File: config.mk
export PLATFORM = sky130hd
export DESIGN_NAME = shared_segment_refcount_table
export DESIGN_NICKNAME = d
export VERILOG_FILES = /design/src/hw/rtl/ssrt_pkg.sv /design/src/hw/rtl/shared_segment_refcount_table.sv /design/src/hw/rtl/ssrt_mem.sv /design/src/hw/rtl/ssrt_ctrl.sv
export SDC_FILE = /design/constraint.sdc
export NUM_CORES = 2
export LEC_CHECK = 0
export ABC_AREA = 1
export BUFFER_PORTS_ARGS = -buffer_cell sky130_fd_sc_hd__buf_2
export CELL_PAD_IN_SITES_DETAIL_PLACEMENT = 1
export CELL_PAD_IN_SITES_GLOBAL_PLACEMENT = 2
export CORE_MARGIN = 1.5
export CORE_UTILIZATION = 44
export DETAILED_ROUTE_END_ITERATION = 8
export HOLD_SLACK_MARGIN = 0.15
export PLACE_DENSITY = 0.77
export RECOVER_POWER = 100
export SYNTH_ARGS = -nofsm -noshare
export SYNTH_HDL_FRONTEND = slang
export SYNTH_HIERARCHICAL = 1
export SYNTH_SLANG_ARGS = --single-unit
File: constraint.sdc
create_clock -name clk -period 13 [get_ports clk]
set_input_delay 0.65 -clock clk [delete_from_list [all_inputs] [get_ports clk]]
set_output_delay 0.65 -clock clk [all_outputs]
set_load 0.01 [all_outputs]
File: src/hw/rtl/ssrt_pkg.sv
// ----------------------------------------------------------------------------
// Shared segment refcount table package
// Types, status codes and the controller state type shared by the block.
// ----------------------------------------------------------------------------
package ssrt_pkg;

  localparam int unsigned ID_W    = 32;
  localparam int unsigned SIZE_W  = 31;
  localparam int unsigned FRAME_W = 20;
  localparam int unsigned REFS_W  = 8;
  localparam int unsigned SLOT_W  = 6;

  localparam logic [REFS_W-1:0] REFS_MAX = 8'd255;

  // Request commands.
  localparam logic CMD_OPEN  = 1'b0;
  localparam logic CMD_CLOSE = 1'b1;

  // Result status codes.
  localparam logic [1:0] STATUS_OK         = 2'd0;
  localparam logic [1:0] STATUS_NO_SLOT    = 2'd1;
  localparam logic [1:0] STATUS_ALLOC_FAIL = 2'd2;
  localparam logic [1:0] STATUS_NOT_FOUND  = 2'd3;

  typedef struct packed {
    logic [ID_W-1:0]    id;
    logic [FRAME_W-1:0] frame;
    logic [REFS_W-1:0]  refs;
  } entry_t;

  typedef struct packed {
    logic [1:0]         status;
    logic [SIZE_W-1:0]  map_addr;
    logic [SIZE_W-1:0]  new_size;
    logic [FRAME_W-1:0] frame;
    logic [SLOT_W-1:0]  slot;
    logic               released;
  } result_t;

  typedef enum logic [1:0] {
    CTRL_CLEAR,
    CTRL_IDLE,
    CTRL_SCAN,
    CTRL_WRITE
  } ctrl_state_t;

endpackage

File: src/hw/rtl/shared_segment_refcount_table.sv
// ----------------------------------------------------------------------------
// Shared segment refcount table
// Table of shared memory segments with open/close reference counting.
// ----------------------------------------------------------------------------
// Usage:
// Requests arrive on the in_valid/in_ready channel with cmd (open or close),
// seg_id, proc_size, alloc_frame and alloc_ok. Each request produces exactly
// one result on the out_valid/out_ready channel: status, map_addr, new_size,
// frame, slot and released.
// The table lives in a synchronous memory with a registered read port.
// Each request reads every entry in index order to find the first matching
// id and the first free entry, then writes the chosen entry back, if any.
// The scan sweeps the single read port over every entry; one request is in
// flight at a time, and the controller writes back and returns to idle
// before it accepts the next request.
// After reset the controller clears the table one entry per cycle, so
// in_ready stays low until every entry is cleared.
// Results are held in an output register. A new request can be accepted
// while a finished result waits there; if the receiver still stalls when the
// next result is ready, the controller holds it, and its write-back, until
// the output register frees.
// ----------------------------------------------------------------------------
module shared_segment_refcount_table #(
  parameter int unsigned TABLE_ENTRIES = 64,
  parameter int unsigned PAGE_SHIFT    = 12
) (
  input  logic        clk,
  input  logic        rst,
  input  logic        in_valid,
  output logic        in_ready,
  input  logic        cmd,
  input  logic [31:0] seg_id,
  input  logic [30:0] proc_size,
  input  logic [19:0] alloc_frame,
  input  logic        alloc_ok,
  output logic        out_valid,
  input  logic        out_ready,
  output logic [1:0]  status,
  output logic [30:0] map_addr,
  output logic [30:0] new_size,
  output logic [19:0] frame,
  output logic [5:0]  slot,
  output logic        released
);

  localparam int unsigned AW = (TABLE_ENTRIES > 1) ? $clog2(TABLE_ENTRIES) : 1;

  logic              mem_we;
  logic [AW-1:0]     mem_waddr;
  ssrt_pkg::entry_t  mem_wdata;
  logic              mem_re;
  logic [AW-1:0]     mem_raddr;
  ssrt_pkg::entry_t  mem_rdata;

  logic              res_free;
  logic              res_push;
  ssrt_pkg::result_t res;
  ssrt_pkg::result_t out_q;

  // The output register can take a new result when it is empty or when its
  // current result leaves this cycle.
  assign res_free = !out_valid || out_ready;

  ssrt_mem #(
    .DEPTH (TABLE_ENTRIES),
    .AW    (AW)
  ) u_mem (
    .clk   (clk),
    .we    (mem_we),
    .waddr (mem_waddr),
    .wdata (mem_wdata),
    .re    (mem_re),
    .raddr (mem_raddr),
    .rdata (mem_rdata)
  );

  ssrt_ctrl #(
    .TABLE_ENTRIES (TABLE_ENTRIES),
    .PAGE_SHIFT    (PAGE_SHIFT),
    .AW            (AW)
  ) u_ctrl (
    .clk             (clk),
    .rst             (rst),
    .req_valid       (in_valid),
    .req_ready       (in_ready),
    .req_cmd         (cmd),
    .req_seg_id      (seg_id),
    .req_proc_size   (proc_size),
    .req_alloc_frame (alloc_frame),
    .req_alloc_ok    (alloc_ok),
    .res_free        (res_free),
    .res_push        (res_push),
    .res             (res),
    .mem_we          (mem_we),
    .mem_waddr       (mem_waddr),
    .mem_wdata       (mem_wdata),
    .mem_re          (mem_re),
    .mem_raddr       (mem_raddr),
    .mem_rdata       (mem_rdata)
  );

  // Result register: valid is control state, the payload loads on push.
  always_ff @(posedge clk) begin
    if (rst) begin
      out_valid <= 1'b0;
    end else if (res_push) begin
      out_valid <= 1'b1;
    end else if (out_ready) begin
      out_valid <= 1'b0;
    end
  end

  always_ff @(posedge clk) begin
    if (res_push) begin
      out_q <= res;
    end
  end

  assign status   = out_q.status;
  assign map_addr = out_q.map_addr;
  assign new_size = out_q.new_size;
  assign frame    = out_q.frame;
  assign slot     = out_q.slot;
  assign released = out_q.released;

`ifndef ASSERT_OFF
  // A request is followed by a scan, so the block cannot take another one
  // in the very next cycle.
  a_one_in_flight: assert property (@(posedge clk) disable iff (rst)
    (in_valid && in_ready) |=> !in_ready)
    else $error("request accepted while a scan was starting");

  // A failed request reports neither a frame nor a slot.
  a_error_clean: assert property (@(posedge clk) disable iff (rst)
    (out_valid && status != ssrt_pkg::STATUS_OK) |-> (frame == '0 && slot == '0))
    else $error("error result carries frame or slot");

  // Only a successful close can release an entry, and it maps nothing.
  a_release_ok: assert property (@(posedge clk) disable iff (rst)
    (out_valid && released) |-> (status == ssrt_pkg::STATUS_OK && map_addr == '0))
    else $error("release flagged on a failed or open request");

  // Mapping addresses are always page aligned.
  a_map_aligned: assert property (@(posedge clk) disable iff (rst)
    out_valid |-> (map_addr[PAGE_SHIFT-1:0] == '0))
    else $error("map address not page aligned");
`endif

endmodule

File: src/hw/rtl/ssrt_mem.sv
// ----------------------------------------------------------------------------
// Segment table memory
// Single-port-write, single-port-read table with a registered read port.
// ----------------------------------------------------------------------------
module ssrt_mem #(
  parameter int unsigned DEPTH = 64,
  parameter int unsigned AW    = 6
) (
  input  logic            clk,
  input  logic            we,
  input  logic [AW-1:0]   waddr,
  input  ssrt_pkg::entry_t wdata,
  input  logic            re,
  input  logic [AW-1:0]   raddr,
  output ssrt_pkg::entry_t rdata
);

  ssrt_pkg::entry_t mem [DEPTH];

  always_ff @(posedge clk) begin
    if (we) begin
      mem[waddr] <= wdata;
    end
  end

  always_ff @(posedge clk) begin
    if (re) begin
      rdata <= mem[raddr];
    end
  end

endmodule

File: src/hw/rtl/ssrt_ctrl.sv
// ----------------------------------------------------------------------------
// Segment table controller
// Clears the table after reset, scans it for each request and writes back any chosen entry.
// ----------------------------------------------------------------------------
module ssrt_ctrl #(
  parameter int unsigned TABLE_ENTRIES = 64,
  parameter int unsigned PAGE_SHIFT    = 12,
  parameter int unsigned AW            = 6
) (
  input  logic                           clk,
  input  logic                           rst,
  input  logic                           req_valid,
  output logic                           req_ready,
  input  logic                           req_cmd,
  input  logic [ssrt_pkg::ID_W-1:0]      req_seg_id,
  input  logic [ssrt_pkg::SIZE_W-1:0]    req_proc_size,
  input  logic [ssrt_pkg::FRAME_W-1:0]   req_alloc_frame,
  input  logic                           req_alloc_ok,
  input  logic                           res_free,
  output logic                           res_push,
  output ssrt_pkg::result_t              res,
  output logic                           mem_we,
  output logic [AW-1:0]                  mem_waddr,
  output ssrt_pkg::entry_t               mem_wdata,
  output logic                           mem_re,
  output logic [AW-1:0]                  mem_raddr,
  input  ssrt_pkg::entry_t               mem_rdata
);

  localparam logic [AW:0]   CNT_END  = (AW+1)'(TABLE_ENTRIES);
  localparam logic [AW-1:0] IDX_LAST = AW'(TABLE_ENTRIES - 1);
  localparam logic [ssrt_pkg::SIZE_W-1:0] PAGE_BYTES =
    ssrt_pkg::SIZE_W'(1) << PAGE_SHIFT;
  localparam logic [ssrt_pkg::SIZE_W-1:0] PAGE_MASK = PAGE_BYTES - 1'b1;

  ssrt_pkg::ctrl_state_t state, state_next;

  logic [AW:0]   cnt;
  logic          rd_pend;
  logic [AW-1:0] rd_idx;

  logic                           q_cmd;
  logic [ssrt_pkg::ID_W-1:0]      q_seg_id;
  logic [ssrt_pkg::SIZE_W-1:0]    q_proc_size;
  logic [ssrt_pkg::FRAME_W-1:0]   q_alloc_frame;
  logic                           q_alloc_ok;

  logic                           hit_found;
  logic [AW-1:0]                  hit_idx;
  logic [ssrt_pkg::ID_W-1:0]      hit_id;
  logic [ssrt_pkg::FRAME_W-1:0]   hit_frame;
  logic [ssrt_pkg::REFS_W-1:0]    hit_refs;
  logic                           free_found;
  logic [AW-1:0]                  free_idx;

  logic [ssrt_pkg::SIZE_W-1:0]    aligned;
  logic                           wb_en;
  logic [AW-1:0]                  wb_addr;
  ssrt_pkg::entry_t               wb_data;
  ssrt_pkg::result_t              wb_res;

  always_ff @(posedge clk) begin
    if (rst) begin
      state      <= ssrt_pkg::CTRL_CLEAR;
      cnt        <= '0;
      rd_pend    <= 1'b0;
      hit_found  <= 1'b0;
      free_found <= 1'b0;
    end else begin
      state <= state_next;
      case (state)
        ssrt_pkg::CTRL_CLEAR: begin
          cnt <= cnt + 1'b1;
        end
        ssrt_pkg::CTRL_IDLE: begin
          if (req_valid) begin
            cnt        <= '0;
            rd_pend    <= 1'b0;
            hit_found  <= 1'b0;
            free_found <= 1'b0;
          end
        end
        ssrt_pkg::CTRL_SCAN: begin
          if (cnt < CNT_END) begin
            cnt <= cnt + 1'b1;
          end
          rd_pend <= (cnt < CNT_END);
          if (rd_pend) begin
            if (!hit_found && mem_rdata.id == q_seg_id) begin
              hit_found <= 1'b1;
            end
            if (!free_found && mem_rdata.id == '0) begin
              free_found <= 1'b1;
            end
          end
        end
        default: begin
        end
      endcase
    end
  end

  // Request and scan payload.
  always_ff @(posedge clk) begin
    if (state == ssrt_pkg::CTRL_IDLE && req_valid) begin
      q_cmd         <= req_cmd;
      q_seg_id      <= req_seg_id;
      q_proc_size   <= req_proc_size;
      q_alloc_frame <= req_alloc_frame;
      q_alloc_ok    <= req_alloc_ok;
    end
    if (state == ssrt_pkg::CTRL_SCAN) begin
      rd_idx <= cnt[AW-1:0];
      if (rd_pend && !hit_found && mem_rdata.id == q_seg_id) begin
        hit_idx   <= rd_idx;
        hit_id    <= mem_rdata.id;
        hit_frame <= mem_rdata.frame;
        hit_refs  <= mem_rdata.refs;
      end
      if (rd_pend && !free_found && mem_rdata.id == '0) begin
        free_idx <= rd_idx;
      end
    end
  end

  // Write-back and result for the finished scan.
  always_comb begin
    aligned         = (q_proc_size + PAGE_MASK) & ~PAGE_MASK;
    wb_en           = 1'b0;
    wb_addr         = hit_idx;
    wb_data         = '0;
    wb_res          = '0;
    wb_res.new_size = q_proc_size;
    if (q_cmd == ssrt_pkg::CMD_OPEN) begin
      if (hit_found) begin
        wb_en         = 1'b1;
        wb_data.id    = hit_id;
        wb_data.frame = hit_frame;
        wb_data.refs  = (hit_refs == ssrt_pkg::REFS_MAX) ? hit_refs : hit_refs + 1'b1;
        wb_res.status   = ssrt_pkg::STATUS_OK;
        wb_res.map_addr = aligned;
        wb_res.frame    = hit_frame;
        wb_res.slot     = ssrt_pkg::SLOT_W'(hit_idx);
      end else if (!free_found) begin
        wb_res.status = ssrt_pkg::STATUS_NO_SLOT;
      end else if (!q_alloc_ok) begin
        wb_res.status = ssrt_pkg::STATUS_ALLOC_FAIL;
      end else begin
        wb_en           = 1'b1;
        wb_addr         = free_idx;
        wb_data.id      = q_seg_id;
        wb_data.frame   = q_alloc_frame;
        wb_data.refs    = ssrt_pkg::REFS_W'(1);
        wb_res.status   = ssrt_pkg::STATUS_OK;
        wb_res.map_addr = aligned;
        wb_res.new_size = aligned + PAGE_BYTES;
        wb_res.frame    = q_alloc_frame;
        wb_res.slot     = ssrt_pkg::SLOT_W'(free_idx);
      end
    end else begin
      if (!hit_found) begin
        wb_res.status = ssrt_pkg::STATUS_NOT_FOUND;
      end else begin
        wb_en         = 1'b1;
        wb_res.status = ssrt_pkg::STATUS_OK;
        wb_res.frame  = hit_frame;
        wb_res.slot   = ssrt_pkg::SLOT_W'(hit_idx);
        if (hit_refs > ssrt_pkg::REFS_W'(1)) begin
          wb_data.id    = hit_id;
          wb_data.frame = hit_frame;
          wb_data.refs  = hit_refs - 1'b1;
        end else begin
          wb_res.released = 1'b1;
        end
      end
    end
  end

  always_comb begin
    state_next = state;
    case (state)
      ssrt_pkg::CTRL_CLEAR: begin
        if (cnt[AW-1:0] == IDX_LAST) begin
          state_next = ssrt_pkg::CTRL_IDLE;
        end
      end
      ssrt_pkg::CTRL_IDLE: begin
        if (req_valid) begin
          state_next = ssrt_pkg::CTRL_SCAN;
        end
      end
      ssrt_pkg::CTRL_SCAN: begin
        if (rd_pend && rd_idx == IDX_LAST) begin
          state_next = ssrt_pkg::CTRL_WRITE;
        end
      end
      ssrt_pkg::CTRL_WRITE: begin
        if (res_free) begin
          state_next = ssrt_pkg::CTRL_IDLE;
        end
      end
      default: begin
        state_next = ssrt_pkg::CTRL_CLEAR;
      end
    endcase
  end

  always_comb begin
    req_ready = 1'b0;
    res_push  = 1'b0;
    res       = wb_res;
    mem_we    = 1'b0;
    mem_waddr = wb_addr;
    mem_wdata = wb_data;
    mem_re    = 1'b0;
    mem_raddr = cnt[AW-1:0];
    case (state)
      ssrt_pkg::CTRL_CLEAR: begin
        mem_we    = 1'b1;
        mem_waddr = cnt[AW-1:0];
        mem_wdata = '0;
      end
      ssrt_pkg::CTRL_IDLE: begin
        req_ready = 1'b1;
      end
      ssrt_pkg::CTRL_SCAN: begin
        mem_re = (cnt < CNT_END);
      end
      ssrt_pkg::CTRL_WRITE: begin
        res_push = res_free;
        mem_we   = res_free && wb_en;
      end
      default: begin
      end
    endcase
  end

endmodule
==> impl_metrics.toml <==
[sta]
tns_ns = 0
setup_slack_ns = 3.40
slew_headroom_pct = -389
fmax_mhz = 104
period_share_pct = 73.8
clock_skew_ns = 0.0825
fin_crit_ns = 9.60
rsz0062_at_grt = "false"
worst_pin_slew_ns = 7.33
setup-violations-final = 0
hold_violations = 0
report.final.slew_viol_count = 7323

[routing]
wl_per_cell_um = 30.4
drt_iter0_markers = 14000
first_pass_iters = 6
postRouteAntennaNets = 0
vias = 117000
via_per_inst = 5.98
drt-total-wl_um = 592000
drc = 0

[global_routing]
grt_pass1_wl_um = 848000
grt_pass1_vias = 119000
antenna_found_initial = 40
grt_max_degree = 186
grt_usage_pct = 30.0
grt_overflow = 0

[critical_path]
cp_max_fo = 44
endpoint_kind = "register"
rrSetupSlack_ns = 3.40
cp-start-kind = "register"
crit_type = "reg -> reg"
crit_required_ns = 13.57
worstPathArrival_ns = 10.17

[synthesis]
synth.largest_area_cell = "edfxtp_1"
post-synth-top-count-cell = "nand2_1"
yosysSeqAreaShare_pct = 74.1
ys_top_cells_by_count = "nand2_1 (4,527), edfxtp_1 (4,154), nand3_1 (3,637), buf_2 (455), inv_1 (175)"
avgSynthCellArea_um2 = 12.1
synth_cells = 13900
synth_top_area_share_pct = 73.9
netlist_area_mm2 = 0.169
ys_seq_elements = 4167
ys_types = 45
synth_top_flop_cell = "edfxtp_1"
async_flop_share_pct = 0
synth_edf_count = 4154
synthTopCellsByArea = "edfxtp_1 (74%), nand3_1 (11%), nand2_1 (10%)"
yosysWarnings = 6

[clock_network]
cts_resized = 0
clockBufferDepth = 4
htree_levels = 5
clock-sinks = 4167
clock_latency_ns = 1.02
cts_buffers = 444
cts_root_buffer = "clkbuf_16"
path_clk_slew_ns = 0.07
cts_tree = "yes"

[cells_and_area]
area_growth_pct = 11.5
layout.nets = 14200
final_util_pct = 49.3
num-fill-cells = 39100
drive_gt1_share_pct = 6.53

[outcome]
outcome = "finished, violations left"
failed_checks = "max-capacitance violations, max-slew violations"

[worst_hold_path]
hold_class = "in -> reg"

[die]
rows = 227
fp.dieH_um = 622
die_x_um = 622
die_area_mm2 = 0.387
start_util_pct = 44.2
ioPinCount = 182
fp.coreArea_mm2 = 0.382

[placement]
place_hpwl_um = 329000
place_ws_ns = 6.44
io_buffers = 181
gp_congestion = 0.849

[power]
p_leak_nw = 67.7
powerDensity_mw_per_mm2 = 201
vdd_drop_max_mv = 0.175

[run]
maxCapViolCount = 191
layer usage:
| layer | track usage [%] | part of all wire, % | routed length, µm | vias up |
|---|---|---|---|---|
| met5 | 0 | 0.011 | 64 | - |
| met1 | 42.6 | 42 | 247000 | 60500 |
| met4 | 11.2 | 4.1 | 24200 | 10 |
| met3 | 4.74 | 8.7 | 51200 | 1003 |
| met2 | 46.8 | 45 | 269000 | 5244 |
| li1 | - | - | - | 49700 |
cell usage in the layout (no fill, tap or decap), types with 28 or more instances in the layout:
| cell | Yosys | routed |
|---|---|---|
| inv_1 | 175 | 171 |
| buf_2 | 455 | 58 |
| clkinv_1 | 5 | 110 |
| clkinv_2 | 0 | 76 |
| buf_4 | 170 | 137 |
| a21oi_4 | 0 | 47 |
| nand4_1 | 33 | 33 |
| o21ai_0 | 67 | 70 |
| nor2_1 | 173 | 150 |
| bufinv_16 | 0 | 28 |
| nand3_1 | 3637 | 3637 |
| clkbuf_16 | 0 | 446 |
| dlygate4sd3_1 | 0 | 88 |
| a21oi_1 | 76 | 30 |
| edfxtp_1 | 4154 | 4154 |
| clkbuf_1 | 130 | 375 |
| nand2_1 | 4527 | 4526 |
where the power goes:
| part | internal [mW] | switching, mW |
|---|---|---|
| Clock | 6.86 | 5.39 |
| Combinational | 2.42 | 7.53 |
| Sequential | 15.3 | 0.409 |
per-stage QoR:
step | power [mW] | std cells | instance area [µm²] | hold WS (ns)
2_1_floorplan | 22.4 | 13900 | 169000 | 0.400
6_report | 37.9 | 19500 | 188000 | 0.308
5_1_grt | 39.3 | 19500 | 188000 | 0.348
3_5_place_dp | 25.8 | 18600 | 175000 | 0.414
4_1_cts | 38.1 | 19500 | 189000 | 0.256
3_3_place_gp | 25.6 | 18600 | 175000 | 0.404
state kept, by name (all words and copies together) (netlist names), 7 cells and up:
name and flops:
u_ctrl/hit_id 32, frame 20, new_size 31, u_ctrl/q_alloc_frame 20, u_ctrl/q_proc_size 31, u_ctrl/hit_frame 20, u_ctrl/cnt 7, map_addr 31
u_ctrl/q_seg_id 32, u_mem/rdata 60, u_mem/mem 3840, u_ctrl/hit_refs 8
area by class of cell:
cell class | instances | area [µm²] | area share, %
inverter | 192 | 777 | 0.413
clock buffer | 541 | 11500 | 6.12
sequential | 4167 | 125000 | 66.4
timing repair buffer | 580 | 3560 | 1.89
clock inverter | 261 | 2340 | 1.24
tap | 5038 | 6300 | 3.35
antenna | 12 | 30.0 | 0.0160
multi-input combinational | 8684 | 38700 | 20.6
timing repair:
item | 4_1_cts | 5_1_grt
endpoints found under the hold margin | 91 | 0
buffers inserted | 0 | 0
hold buffers | 88 | 0
critical path, cell delays in order, from the launching register on:
cell and delay, ns:
dfxtp_1 0.80, nor3_1 0.45, clkbuf_1 1.53, o21ai_0 0.22, nand2_1 0.15, o21ai_0 0.22
clkbuf_1 0.32, inv_1 0.30, nand4_1 0.58, nor2_1 2.09, buf_4 0.81, clkbuf_1 1.56
worst paths after layout:
| kind | start | to | cells after the start |
|---|---|---|---|
| max | u_ctrl/hit_found | u_mem/mem[2][4] | 11 |
| min | out_ready | u_ctrl/state[1] | 5 |
| max reg2reg | u_ctrl/hit_found | u_mem/mem[2][4] | 11 |
| min reg2reg | u_mem/rdata[3] | u_ctrl/hit_refs[3] | 0 |
logic make-up after synthesis:
group	Yosys count	share of synthesized area (%)
buffers and inverters	1090	3.46
XOR/XNOR	24	0.125
AND/OR/NAND/NOR	8456	21.7
flip-flops	4167	74.1
other	1	0.00222
adder cells (fa/ha/maj)	11	0.0815
AO/OA/AOI/OAI	181	0.575
(Power assumes the default switching activity.)
